===== src/rtl/assert_macros.svh =====
// assertion helpers used by the rtl
`ifndef ASSERT_MACROS_SVH
`define ASSERT_MACROS_SVH

// property must hold at every clock edge outside reset
`define ASSERT_AT(lbl, clk_s, rstn_s, prop) \
	lbl: assert property (@(posedge clk_s) disable iff (!rstn_s) (prop)) \
		else $error("assertion failed");

// antecedent implies consequent in the same cycle
`define ASSERT_IMPL(lbl, clk_s, rstn_s, ante, cons) \
	lbl: assert property (@(posedge clk_s) disable iff (!rstn_s) (ante) |-> (cons)) \
		else $error("implication failed");

`endif


===== src/rtl/dlc_pkg.sv =====
package dlc_pkg;

	// timer width default and register widths
	localparam int DLC_TIMER_BITS = 16;
	localparam int CFG_TIMER_W    = 16;
	localparam int FAIL_W         = 4;
	localparam int CMD_W          = 3;
	localparam int EVENT_W        = 3;
	localparam int CFG_IDX_W      = 3;
	localparam int CFG_DATA_W     = 16;

	localparam logic [FAIL_W-1:0] FAIL_CAP = 4'd15;

	// register reset values
	localparam logic [FAIL_W-1:0]      RST_MAX_FAILURES   = 4'd5;
	localparam logic [CFG_TIMER_W-1:0] RST_UNUSED_OPEN    = 16'd10000;
	localparam logic [CFG_TIMER_W-1:0] RST_DOOR_OPEN_LIM  = 16'd30000;
	localparam logic [CFG_TIMER_W-1:0] RST_CHECK_PERIOD   = 16'd1000;
	localparam logic [CFG_TIMER_W-1:0] RST_EMERGENCY_WIN  = 16'd20000;

	typedef enum logic [CMD_W-1:0] {
		CMD_TICK       = 3'd0,
		CMD_OPEN       = 3'd1,
		CMD_CLOSE      = 3'd2,
		CMD_FAIL       = 3'd3,
		CMD_RESET_FAIL = 3'd4,
		CMD_APP_UNLOCK = 3'd5,
		CMD_EMERGENCY  = 3'd6
	} cmd_t;

	typedef enum logic [EVENT_W-1:0] {
		EV_NONE      = 3'd0,
		EV_OPENED    = 3'd1,
		EV_CLOSED    = 3'd2,
		EV_WARNING   = 3'd3,
		EV_LOCKOUT   = 3'd4,
		EV_UNLOCKED  = 3'd5,
		EV_ALERT_ON  = 3'd6,
		EV_ALERT_OFF = 3'd7
	} event_t;

	typedef enum logic [CFG_IDX_W-1:0] {
		REG_MAX_FAILURES = 3'd0,
		REG_UNUSED_OPEN  = 3'd1,
		REG_DOOR_LIMIT   = 3'd2,
		REG_CHECK_PERIOD = 3'd3,
		REG_EMERGENCY    = 3'd4
	} cfg_reg_t;

	typedef struct packed {
		logic [FAIL_W-1:0]      max_failures;
		logic [CFG_TIMER_W-1:0] unused_open_ms;
		logic [CFG_TIMER_W-1:0] door_open_limit_ms;
		logic [CFG_TIMER_W-1:0] check_period_ms;
		logic [CFG_TIMER_W-1:0] emergency_alert_ms;
	} cfg_t;

endpackage


===== src/rtl/dlc_cfg.sv =====
module dlc_cfg
	import dlc_pkg::*;
(
	input  logic                  clk,
	input  logic                  arst_n,
	input  logic                  wr_en,
	input  logic [CFG_IDX_W-1:0]  wr_index,
	input  logic [CFG_DATA_W-1:0] wr_data,
	output cfg_t                  cfg
);

	cfg_t cfg_q;

	// register file, one register written per beat
	always_ff @(posedge clk or negedge arst_n) begin
		if (!arst_n) begin
			cfg_q.max_failures       <= RST_MAX_FAILURES;
			cfg_q.unused_open_ms     <= RST_UNUSED_OPEN;
			cfg_q.door_open_limit_ms <= RST_DOOR_OPEN_LIM;
			cfg_q.check_period_ms    <= RST_CHECK_PERIOD;
			cfg_q.emergency_alert_ms <= RST_EMERGENCY_WIN;
		end else if (wr_en) begin
			case (cfg_reg_t'(wr_index))
				REG_MAX_FAILURES: cfg_q.max_failures       <= wr_data[FAIL_W-1:0];
				REG_UNUSED_OPEN:  cfg_q.unused_open_ms     <= wr_data[CFG_TIMER_W-1:0];
				REG_DOOR_LIMIT:   cfg_q.door_open_limit_ms <= wr_data[CFG_TIMER_W-1:0];
				REG_CHECK_PERIOD: cfg_q.check_period_ms    <= wr_data[CFG_TIMER_W-1:0];
				REG_EMERGENCY:    cfg_q.emergency_alert_ms <= wr_data[CFG_TIMER_W-1:0];
				default: begin
				end
			endcase
		end
	end

	assign cfg = cfg_q;

endmodule


===== src/rtl/door_lock_controller_top.sv =====
// Door lock controller: takes one command beat per cycle when not stalled (millisecond tick,
// open, close, failed attempt, reset attempts, app unlock, emergency lock, with the door
// sensor level) and returns exactly one result beat per command carrying the lock drive, the
// alarm, the door alert and lockout flags, the failure count and an event code. The command
// lands in the input register at the accepting edge and the single-pass state update fills
// the result register once that register is free to advance. A stalled result holds the
// input register, so at most two commands are in flight. Timers are TIMER_BITS wide and
// saturate. Registers (index: reset) are max_failures 0: 5, unused_open_ms 1: 10000,
// door_open_limit_ms 2: 30000, check_period_ms 3: 1000, emergency_alert_ms 4: 20000;
// write them only while no command is in flight.
`include "assert_macros.svh"

module door_lock_controller_top
	import dlc_pkg::*;
#(
	parameter int TIMER_BITS = DLC_TIMER_BITS
) (
	input  logic                  clk,
	input  logic                  arst_n,
	// command channel
	input  logic                  in_valid,
	output logic                  in_stall,
	input  logic [CMD_W-1:0]      cmd,
	input  logic                  door_open,
	// result channel
	output logic                  out_valid,
	input  logic                  out_stall,
	output logic                  lock_drive,
	output logic                  alert_on,
	output logic                  door_alert_active,
	output logic                  lockout_active,
	output logic [FAIL_W-1:0]     failure_count,
	output logic [EVENT_W-1:0]    event_res,
	// configuration write channel
	input  logic                  cfg_valid,
	output logic                  cfg_ready,
	input  logic [CFG_IDX_W-1:0]  cfg_index,
	input  logic [CFG_DATA_W-1:0] cfg_data
);

	localparam int TW = TIMER_BITS;
	localparam int CW = (TIMER_BITS > CFG_TIMER_W) ? TIMER_BITS : CFG_TIMER_W;

	cfg_t cfg;

	// configuration registers
	assign cfg_ready = 1'b1;

	dlc_cfg u_cfg (
		.clk      (clk),
		.arst_n   (arst_n),
		.wr_en    (cfg_valid && cfg_ready),
		.wr_index (cfg_index),
		.wr_data  (cfg_data),
		.cfg      (cfg)
	);

	// pipeline control
	logic valid_s1;
	cmd_t cmd_s1;
	logic door_s1;
	logic advance;
	logic out_valid_s2;

	assign advance  = !out_valid_s2 || !out_stall;
	assign in_stall = valid_s1 && !advance;

	// input stage fills whenever it is empty or its beat moves on
	always_ff @(posedge clk or negedge arst_n) begin
		if (!arst_n) begin
			valid_s1 <= 1'b0;
		end else if (!in_stall) begin
			valid_s1 <= in_valid;
		end
	end

	// input register
	always_ff @(posedge clk) begin
		if (in_valid && !in_stall) begin
			cmd_s1  <= cmd_t'(cmd);
			door_s1 <= door_open;
		end
	end

	// controller state
	logic              lock_q, used_q, alert_q, lockout_q;
	logic [FAIL_W-1:0] fail_q;
	logic [TW-1:0]     unused_tmr_q, door_tmr_q, check_tmr_q, lockout_tmr_q;

	logic              n_lock, n_used, n_alert, n_lockout;
	logic [FAIL_W-1:0] n_fail;
	logic [TW-1:0]     n_unused_tmr, n_door_tmr, n_check_tmr, n_lockout_tmr;
	event_t            n_ev;
	logic              n_alarm;

	// single-pass command update
	always_comb begin
		n_lock        = lock_q;
		n_used        = used_q;
		n_alert       = alert_q;
		n_lockout     = lockout_q;
		n_fail        = fail_q;
		n_unused_tmr  = unused_tmr_q;
		n_door_tmr    = door_tmr_q;
		n_check_tmr   = check_tmr_q;
		n_lockout_tmr = lockout_tmr_q;
		n_ev          = EV_NONE;
		case (cmd_s1)
			CMD_TICK: begin
				n_unused_tmr  = (&unused_tmr_q)  ? unused_tmr_q  : unused_tmr_q  + TW'(1);
				n_door_tmr    = (&door_tmr_q)    ? door_tmr_q    : door_tmr_q    + TW'(1);
				n_check_tmr   = (&check_tmr_q)   ? check_tmr_q   : check_tmr_q   + TW'(1);
				n_lockout_tmr = (&lockout_tmr_q) ? lockout_tmr_q : lockout_tmr_q + TW'(1);
				if (lock_q && !door_s1 && !used_q &&
				    CW'(n_unused_tmr) >= CW'(cfg.unused_open_ms)) begin
					// opened but never used: relock
					n_lock  = 1'b0;
					n_alert = 1'b0;
					n_used  = 1'b0;
					n_ev    = EV_CLOSED;
				end else begin
					// first sight of the door open
					if (lock_q && door_s1 && !used_q) begin
						n_door_tmr = '0;
						n_used     = 1'b1;
					end
					// periodic door-open-too-long check
					if (CW'(n_check_tmr) >= CW'(cfg.check_period_ms)) begin
						n_check_tmr = '0;
						if (door_s1 && CW'(n_door_tmr) >= CW'(cfg.door_open_limit_ms)) begin
							if (!alert_q) begin
								n_alert = 1'b1;
								n_ev    = EV_ALERT_ON;
							end
						end else if (!door_s1 && alert_q) begin
							n_alert = 1'b0;
							n_ev    = EV_ALERT_OFF;
						end
					end
					// used door shut again: relock
					if (lock_q && !door_s1 && n_used) begin
						n_lock  = 1'b0;
						n_alert = 1'b0;
						n_used  = 1'b0;
						n_ev    = EV_CLOSED;
					end
				end
			end
			CMD_OPEN: begin
				if (!lockout_q) begin
					n_lock       = 1'b1;
					n_alert      = 1'b0;
					n_used       = 1'b0;
					n_unused_tmr = '0;
					n_fail       = '0;
					n_ev         = EV_OPENED;
				end
			end
			CMD_CLOSE: begin
				n_lock  = 1'b0;
				n_alert = 1'b0;
				n_used  = 1'b0;
				n_ev    = EV_CLOSED;
			end
			CMD_FAIL: begin
				if (!lockout_q) begin
					n_fail = (fail_q == FAIL_CAP) ? fail_q : fail_q + FAIL_W'(1);
					if (n_fail >= cfg.max_failures) begin
						n_lockout     = 1'b1;
						n_lockout_tmr = '0;
						n_ev          = EV_LOCKOUT;
					end else begin
						n_ev = EV_WARNING;
					end
				end
			end
			CMD_RESET_FAIL: begin
				n_fail = '0;
			end
			CMD_APP_UNLOCK: begin
				n_lockout     = 1'b0;
				n_lockout_tmr = '0;
				n_fail        = '0;
				n_ev          = EV_UNLOCKED;
			end
			CMD_EMERGENCY: begin
				if (!lockout_q) begin
					n_lockout     = 1'b1;
					n_lockout_tmr = '0;
					n_ev          = EV_LOCKOUT;
				end
			end
			default: begin
			end
		endcase
		n_alarm = n_alert ||
			(n_lockout && CW'(n_lockout_tmr) < CW'(cfg.emergency_alert_ms));
	end

	logic step;
	assign step = valid_s1 && advance;

	// state registers
	always_ff @(posedge clk or negedge arst_n) begin
		if (!arst_n) begin
			lock_q        <= 1'b0;
			used_q        <= 1'b0;
			alert_q       <= 1'b0;
			lockout_q     <= 1'b0;
			fail_q        <= '0;
			unused_tmr_q  <= '0;
			door_tmr_q    <= '0;
			check_tmr_q   <= '0;
			lockout_tmr_q <= '0;
		end else if (step) begin
			lock_q        <= n_lock;
			used_q        <= n_used;
			alert_q       <= n_alert;
			lockout_q     <= n_lockout;
			fail_q        <= n_fail;
			unused_tmr_q  <= n_unused_tmr;
			door_tmr_q    <= n_door_tmr;
			check_tmr_q   <= n_check_tmr;
			lockout_tmr_q <= n_lockout_tmr;
		end
	end

	// result register
	logic              lock_s2, alarm_s2, alert_s2, lockout_s2;
	logic [FAIL_W-1:0] fail_s2;
	event_t            ev_s2;

	always_ff @(posedge clk or negedge arst_n) begin
		if (!arst_n) begin
			out_valid_s2 <= 1'b0;
		end else if (advance) begin
			out_valid_s2 <= valid_s1;
		end
	end

	always_ff @(posedge clk) begin
		if (step) begin
			lock_s2    <= n_lock;
			alarm_s2   <= n_alarm;
			alert_s2   <= n_alert;
			lockout_s2 <= n_lockout;
			fail_s2    <= n_fail;
			ev_s2      <= n_ev;
		end
	end

	assign out_valid         = out_valid_s2;
	assign lock_drive        = lock_s2;
	assign alert_on          = alarm_s2;
	assign door_alert_active = alert_s2;
	assign lockout_active    = lockout_s2;
	assign failure_count     = fail_s2;
	assign event_res         = ev_s2;

	// checks
	`ASSERT_IMPL(a_stall_needs_item, clk, arst_n, in_stall, valid_s1 && out_valid_s2)
	`ASSERT_IMPL(a_lockout_restarts_window, clk, arst_n, $rose(lockout_q), lockout_tmr_q == '0)
	`ASSERT_IMPL(a_opened_drives_lock, clk, arst_n, out_valid_s2 && ev_s2 == EV_OPENED,
		lock_s2 && fail_s2 == '0)
	`ASSERT_IMPL(a_lockout_event_flag, clk, arst_n, out_valid_s2 && ev_s2 == EV_LOCKOUT,
		lockout_s2)
	`ASSERT_IMPL(a_door_alert_sounds, clk, arst_n, out_valid_s2 && alert_s2, alarm_s2)

endmodule


===== config.mk =====
export PLATFORM = sky130hd
export DESIGN_NAME = door_lock_controller_top
export DESIGN_NICKNAME = d
export VERILOG_FILES = /design/src/rtl/dlc_pkg.sv /design/src/rtl/dlc_cfg.sv /design/src/rtl/door_lock_controller_top.sv
export VERILOG_INCLUDE_DIRS = /design/src /design/src/rtl
export SDC_FILE = /design/constraint.sdc
export NUM_CORES = 1
export LEC_CHECK = 0
export BUFFER_PORTS_ARGS = -buffer_cell sky130_fd_sc_hd__buf_2
export CAP_MARGIN = 20
export CORE_MARGIN = 10
export CORE_UTILIZATION = 60
export CTS_CLUSTER_SIZE = 14
export DETAILED_ROUTE_END_ITERATION = 12
export PLACE_DENSITY = 0.78
export SYNTH_ARGS = -nofsm -noshare
export SYNTH_HDL_FRONTEND = slang
export SYNTH_SLANG_ARGS = --single-unit

===== constraint.sdc =====
create_clock -name clk -period 7.65 [get_ports clk]
set_input_delay 1.1475 -clock clk [delete_from_list [all_inputs] [get_ports clk]]
set_output_delay 1.1475 -clock clk [all_outputs]
set_load 0.05 [all_outputs]

Yosys cells after proc, flatten, opt, wreduce, memory -nomap -nowiden
Index checks and enable logic that the tools add are counted.
{ "totals": {"regBits": 157, "inputBits": 28, "elab_cells": 135, "output_inout_bits": 14} }
{ "op_classes": {"reduce_logical": 37, "eq_ne": 12, "mux": 52, "addsub": 5, "n_lt_le_gt_ge": 5} }
{ "op_table": {"columns": ["operator", "count"], "rows": [
  ["two-way mux 16 bit", 14],
  ["adder 16 x 1 -> 16 bit (second input constant)", 4],
  ["one-hot mux 16 bit (4 select lines)", 1],
  ["AND reduction 16 bit", 4],
  ["greater-or-equal comparator 16 bit", 3],
  ["one-hot mux 16 bit (2 select lines)", 1],
  ["two-way mux 3 bit", 9],
  ["two-way mux 1 bit", 18],
  ["one-hot mux 3 bit (6 select lines)", 1],
  ["less-than comparator 16 bit", 1],
  ["== test 3 x 2 -> 1 bit (second input constant)", 4],
  ["== test 3 bit (second input constant)", 4],
  ["logical AND 1 bit", 12],
  ["two-way mux 4 bit", 3],
  ["one-hot mux 1 bit (3 select lines)", 4],
  ["one-hot mux 4 bit (3 select lines)", 1],
  ["AND reduction 2 bit", 6],
  ["== test 3 x 1 -> 1 bit (second input constant)", 2],
  ["logical NOT 1 bit", 6],
  ["logical NOT 3 bit", 2],
  ["AND reduction 3 bit", 2],
  ["adder 4 x 1 -> 4 bit (second input constant)", 1],
  ["== test 4 bit (second input constant)", 1],
  ["greater-or-equal comparator 4 bit", 1],
  ["other kinds (5)", 6]
]} }

Longest topological paths before layout
{ "depth": {"word_depth": 14, "mapped_depth": 18, "mapped_depth_nobuf": 17} }

Cells and area by module
A second synthesis with hierarchy kept.
{ "unflattened": {"cells_unflattened": 1026, "area_unflattened_um2": 9887.0} }
{ "modules_own_cells": {"columns": ["mod", "instances", "cells_each", "seq_area_each_um2", "area_per_inst_um2"], "rows": [
  ["door_lock_controller_top", 1, 878, 2302.2, 7274.5],
  ["dlc_cfg", 1, 148, 1732.9, 2612.5]
]} }

Worst setup path after synthesis
No wires, ideal clock.
{ "synth_timing": {"kind": "register to register", "from": "reg fail_q[0]", "to": "reg alarm_s2, in the netlist alert_on (data pin)", "path_slack_ns": 3.955, "n_path_buf": 1, "period_less_slack_ns": 3.695, "required_time_ns": 7.503, "stages_incl_launch_ff": 18, "setup_ns": 0.147, "t_arrival_ns": 3.548, "path_cell_list": "dfrtp_1 ha_1 nand3_1 mux2_2 ha_1 a2111oi_2 nor3_1 a211oi_2 buf_2 a21oi_1 o22ai_1 ha_1 nand2_1 nor2_1 nand2_1 a21oi_1 a2111o_1 o21bai_1"} }
{ "synth_via": {"elab_chain_len": 9, "word_cells_on_any_way": 13, "cone_classes": "add/sub: 1; order compare: 2; eq/ne: 1; mux: 7; reduce/logical: 2"} }
{ "synth_rtl": {"columns": ["item", "line_no", "source"], "rows": [
  ["start, declared", "door_lock_controller_top.sv:87", "logic [FAIL_W-1:0] fail_q;"],
  ["start signal, assigned", "door_lock_controller_top.sv:220", "fail_q <= n_fail;"],
  ["adder 4 x 1 -> 4 bit or == test 4 bit (tied branches)", "door_lock_controller_top.sv:167", "n_fail = (fail_q == FAIL_CAP) ? fail_q : fail_q + FAIL_W'(1);"],
  ["two-way mux 4 bit *", "door_lock_controller_top.sv:167", null],
  ["greater-or-equal comparator 4 bit *", "door_lock_controller_top.sv:168", "if (n_fail >= cfg.max_failures) begin"],
  ["two-way mux 16 bit *", "door_lock_controller_top.sv:168", null],
  ["two-way mux 16 bit *", "door_lock_controller_top.sv:166", "if (!lockout_q) begin"],
  ["one-hot mux 16 bit (4 select lines) *", "door_lock_controller_top.sv:108", "case (cmd_s1)"],
  ["net n_lockout_tmr[15]", "door_lock_controller_top.sv:92", "logic [TW-1:0] n_unused_tmr, n_door_tmr, n_check_tmr, n_lockout_tmr;"],
  ["less-than comparator 16 bit *", "door_lock_controller_top.sv:197", "(n_lockout && CW'(n_lockout_tmr) < CW'(cfg.emergency_alert_ms));"],
  ["logical AND 1 bit *", "door_lock_controller_top.sv:197", null],
  ["logical OR 1 bit *", "door_lock_controller_top.sv:196", "n_alarm = n_alert ||"],
  ["net n_alarm", "door_lock_controller_top.sv:94", "logic n_alarm;"],
  ["end signal, assigned", "door_lock_controller_top.sv:244", "alarm_s2 <= n_alarm;"],
  ["end, declared", "door_lock_controller_top.sv:229", "logic lock_s2, alarm_s2, alert_s2, lockout_s2;"]
]} }
Mark *: on every way through the listed nets, which the timed path passes. The rest lies on a longest branch.
A chain may end at the register's enable or synchronous reset.

Worst setup path after layout
Ends and elaborated chain as after synthesis.

==> impl_metrics.ini <==
[floorplan]
dieWidth_um = 148
fp.coreArea_sq_um = 15900
rows = 46
start_util_pct = 61.6
die_h_um = 148
io_pins = 42
dieArea_sq_um = 21900

[detailed_routing]
routed_wire_length_per_instance_um = 17.5
final_antenna_net_count = 0
route.final.wire_length_mm = 24.1
drt_first_pass_iters = 7
detail_route.vias_per_cell = 6.03
dr.first_iter.drc_count = 639
post-route-drc-count = 0
route.vias.total = 8298

[synth]
cell_area_after_technology_mapping_sq_um = 9830
postSynthRegisterBits = 157
yosysSeqAreaShare_pct = 41.1
mean_syn_cell_area_sq_um = 8.77
synth_top_area_share_pct = 29.8
post-synth-top-area-cell = sky130_fd_sc_hd__dfrtp_1
netlist-cell-type-count = 71
synth-main-ff-cell = sky130_fd_sc_hd__dfrtp_1
synth_enable_flop_cells = 15
yosys_warnings = 0
netlist_instances = 1121
syn_nets = 1221
synthTopCellsByArea = sky130_fd_sc_hd__dfrtp_1, sky130_fd_sc_hd__ha_1, sky130_fd_sc_hd__dfstp_2, sky130_fd_sc_hd__nand2_1, sky130_fd_sc_hd__o21ai_0
synth.most_common_cell = sky130_fd_sc_hd__nand2_1
async_reset_ff_share_pct = 90.4
synth_top_cells_by_count = sky130_fd_sc_hd__nand2_1, sky130_fd_sc_hd__dfrtp_1, sky130_fd_sc_hd__o21ai_0

[setup_path]
critPathMaxFanout = 12
timing_worst_setup_path_type = register to register
worstSetupEndpointType = register
sort_of_element_at_the_start_of_the_critical_path = register
worst_ep_required_time_ps = 7940
cp_data_arrival_time_ps = 4640

[clock_network]
numCtsBuffers = 17
root_buffer_cell = sky130_fd_sc_hd__clkbuf_16
ctsHtreeMaxLevel = 4
cts_repair_resize_count = 0
post-cts-setup-buffers = 0
clock_sinks = 157
hold_buf_count_cts = 0
cts.path.max_buffers = 2
worst_setup_hold_path_clk_slew_ps = 60
clkLatencyLatePin_ps = 430
tritoncts = built

[sta]
hold_ws_ps = 504
tightest_slew_ps = 876
final_cycle_utilization_of_the_critical_path_pct = 56.9
period_needed_ps = 4350
max_clock_freq_ghz = 0.230
finalHoldViolCount = 0
clock-skew-final_ps = 11.9
max_slew_violation_count = 0
grt_setup_unrepaired = no
setup_total_negative_slack_ps = 0
timing.max_slew.rel_slack_pct = 41.5
finalSetupViolCount = 0

[status]
status = finished clean

[power]
powerDensity_nw_per_um2 = 233
worst_vdd_drop_v = 0.000177
total_power_mw = 2.52
cellLeakagePower_nw = 4.94

[flow_run]
drv.max_cap_violation_count = 0

[placement]
dp_hpwl_mm = 16.9
port_buffers = 40
placedCellCount = 1341
gp_congestion = 0.887

[finish]
layout.cells.non_filler = 1375
num-nets-final = 1245
layout_overhead_on_the_synthesized_area_pct = 10.2
final_layout_size_suffix_gt1_share_pct = 13.8
n_fill_cell = 1288

[min_path]
hp-class = register to register

[global_routing]
grt_first_pass_wirelength_mm = 39.6
number_of_global_route_vias_before_repair = 7995
initial_antenna_violation_count = 0
groute.usage.overall_pct = 22.2
grt_overflow_total = 0
grt_start_max_net_pins = 75
## sequential cells by signal, indices dropped and copies added, names as in the netlist, 3 cells and up
register	cells
cmd_s1	3
check_tmr_q	16
unused_tmr_q	16
failure_count	4
fail_q	4
u_cfg.cfg	68
door_tmr_q	16
event_res	3
lockout_tmr_q	16
## worst max-delay path, cell delays in order, from the launching register on
cell	delay (ps)
sky130_fd_sc_hd__dfrtp_1	440
sky130_fd_sc_hd__ha_1	260
sky130_fd_sc_hd__nand3_1	170
sky130_fd_sc_hd__mux2_2	370
sky130_fd_sc_hd__ha_1	290
sky130_fd_sc_hd__a2111oi_2	310
sky130_fd_sc_hd__nor3_1	190
sky130_fd_sc_hd__a211oi_2	750
sky130_fd_sc_hd__nor2_1	150
sky130_fd_sc_hd__o22ai_2	200
sky130_fd_sc_hd__ha_1	290
sky130_fd_sc_hd__nand2_1	70
sky130_fd_sc_hd__nor2_1	50
sky130_fd_sc_hd__nand2_1	90
sky130_fd_sc_hd__a21oi_1	50
sky130_fd_sc_hd__a2111o_1	380
sky130_fd_sc_hd__o21bai_1	140
## stage by stage
| stage | area [sq um] | setup WS (ps) | utilization, % |
|---|---|---|---|
| 6_report | 10800 | 3300 | 67.9 |
| 3_5_place_dp | 10200 | 3460 | 64.0 |
| 5_1_grt | 10800 | 3080 | 67.9 |
| 3_3_place_gp | 10200 | 3500 | 64.0 |
| 2_1_floorplan | 9830 | 3960 | - |
| 4_1_cts | 10800 | 3370 | 67.8 |
## metal layers
metal / wire [um] / up-vias / share of wire [%] / global-route usage, %
met1: 10800 / 4019 / 45 / 29.2
met3: 1420 / 48 / 5.9 / 4.88
met2: 11300 / 238 / 47 / 35.5
li1: - / 3993 / - / -
met5: 0 / - / 0 / 0
met4: 540 / 0 / 2.2 / 7.63
## layout by cell type (no fill, tap or decap), types with 32 or more instances in the layout
master	instances
sky130_fd_sc_hd__nand2_1	169
sky130_fd_sc_hd__dfrtp_1	117
sky130_fd_sc_hd__o21ai_0	112
sky130_fd_sc_hd__nor2_1	92
sky130_fd_sc_hd__inv_1	79
sky130_fd_sc_hd__ha_1	72
sky130_fd_sc_hd__a21oi_1	53
sky130_fd_sc_hd__nand3_1	41
sky130_fd_sc_hd__buf_2	39
sky130_fd_sc_hd__mux2_2	32
## report_power, final
part | leakage [nW] | switching (mW) | total [mW] | internal [mW]
Clock | 0.299 | 0.348 | 0.882 | 0.534
Combinational | 2.70 | 0.343 | 0.571 | 0.228
Sequential | 1.94 | 0.0863 | 1.07 | 0.984
## worst paths after layout
path | start | end | slack [ps] | cells past startpoint
worst max-delay path | fail_q[0]$_DFFE_PN0P_ | alert_on$_DFFE_PP_ | 3300 | 16
worst min-delay path | valid_s1$_DFFE_PN0N_ | out_valid$_DFFE_PN0N_ | 500 | 1
worst max register to register | fail_q[0]$_DFFE_PN0P_ | alert_on$_DFFE_PP_ | 3300 | 16
worst min register to register | valid_s1$_DFFE_PN0N_ | out_valid$_DFFE_PN0N_ | 500 | 1
max in group asynchronous | arst_n | door_tmr_q[2]$_DFFE_PN0P_ | 5610 | 2
min in group asynchronous | arst_n | check_tmr_q[2]$_DFFE_PN0P_ | 730 | 1
## kinds of logic after synthesis
logic type               synth area share, %
adder cells (fa/ha/maj)                 9.17
flip-flops                              41.1
multiplexers                            4.48
other                                 0.0382
AND/OR/NAND/NOR                         19.2
buffers and inverters                   4.95
AO/OA/AOI/OAI                           17.6
XOR/XNOR                                3.48
## area by class of cell
type	instances	area (sq um)	share of cell area [%]
clock inverter	8	103	0.947
multi-input combinational	839	5310	49.1
antenna	1	2.50	0.0231
clock buffer	24	512	4.73
inverter	79	297	2.74
timing repair buffer	51	297	2.74
tap	216	270	2.50
sequential	157	4040	37.3
Power figures use the tool's default switching activity.
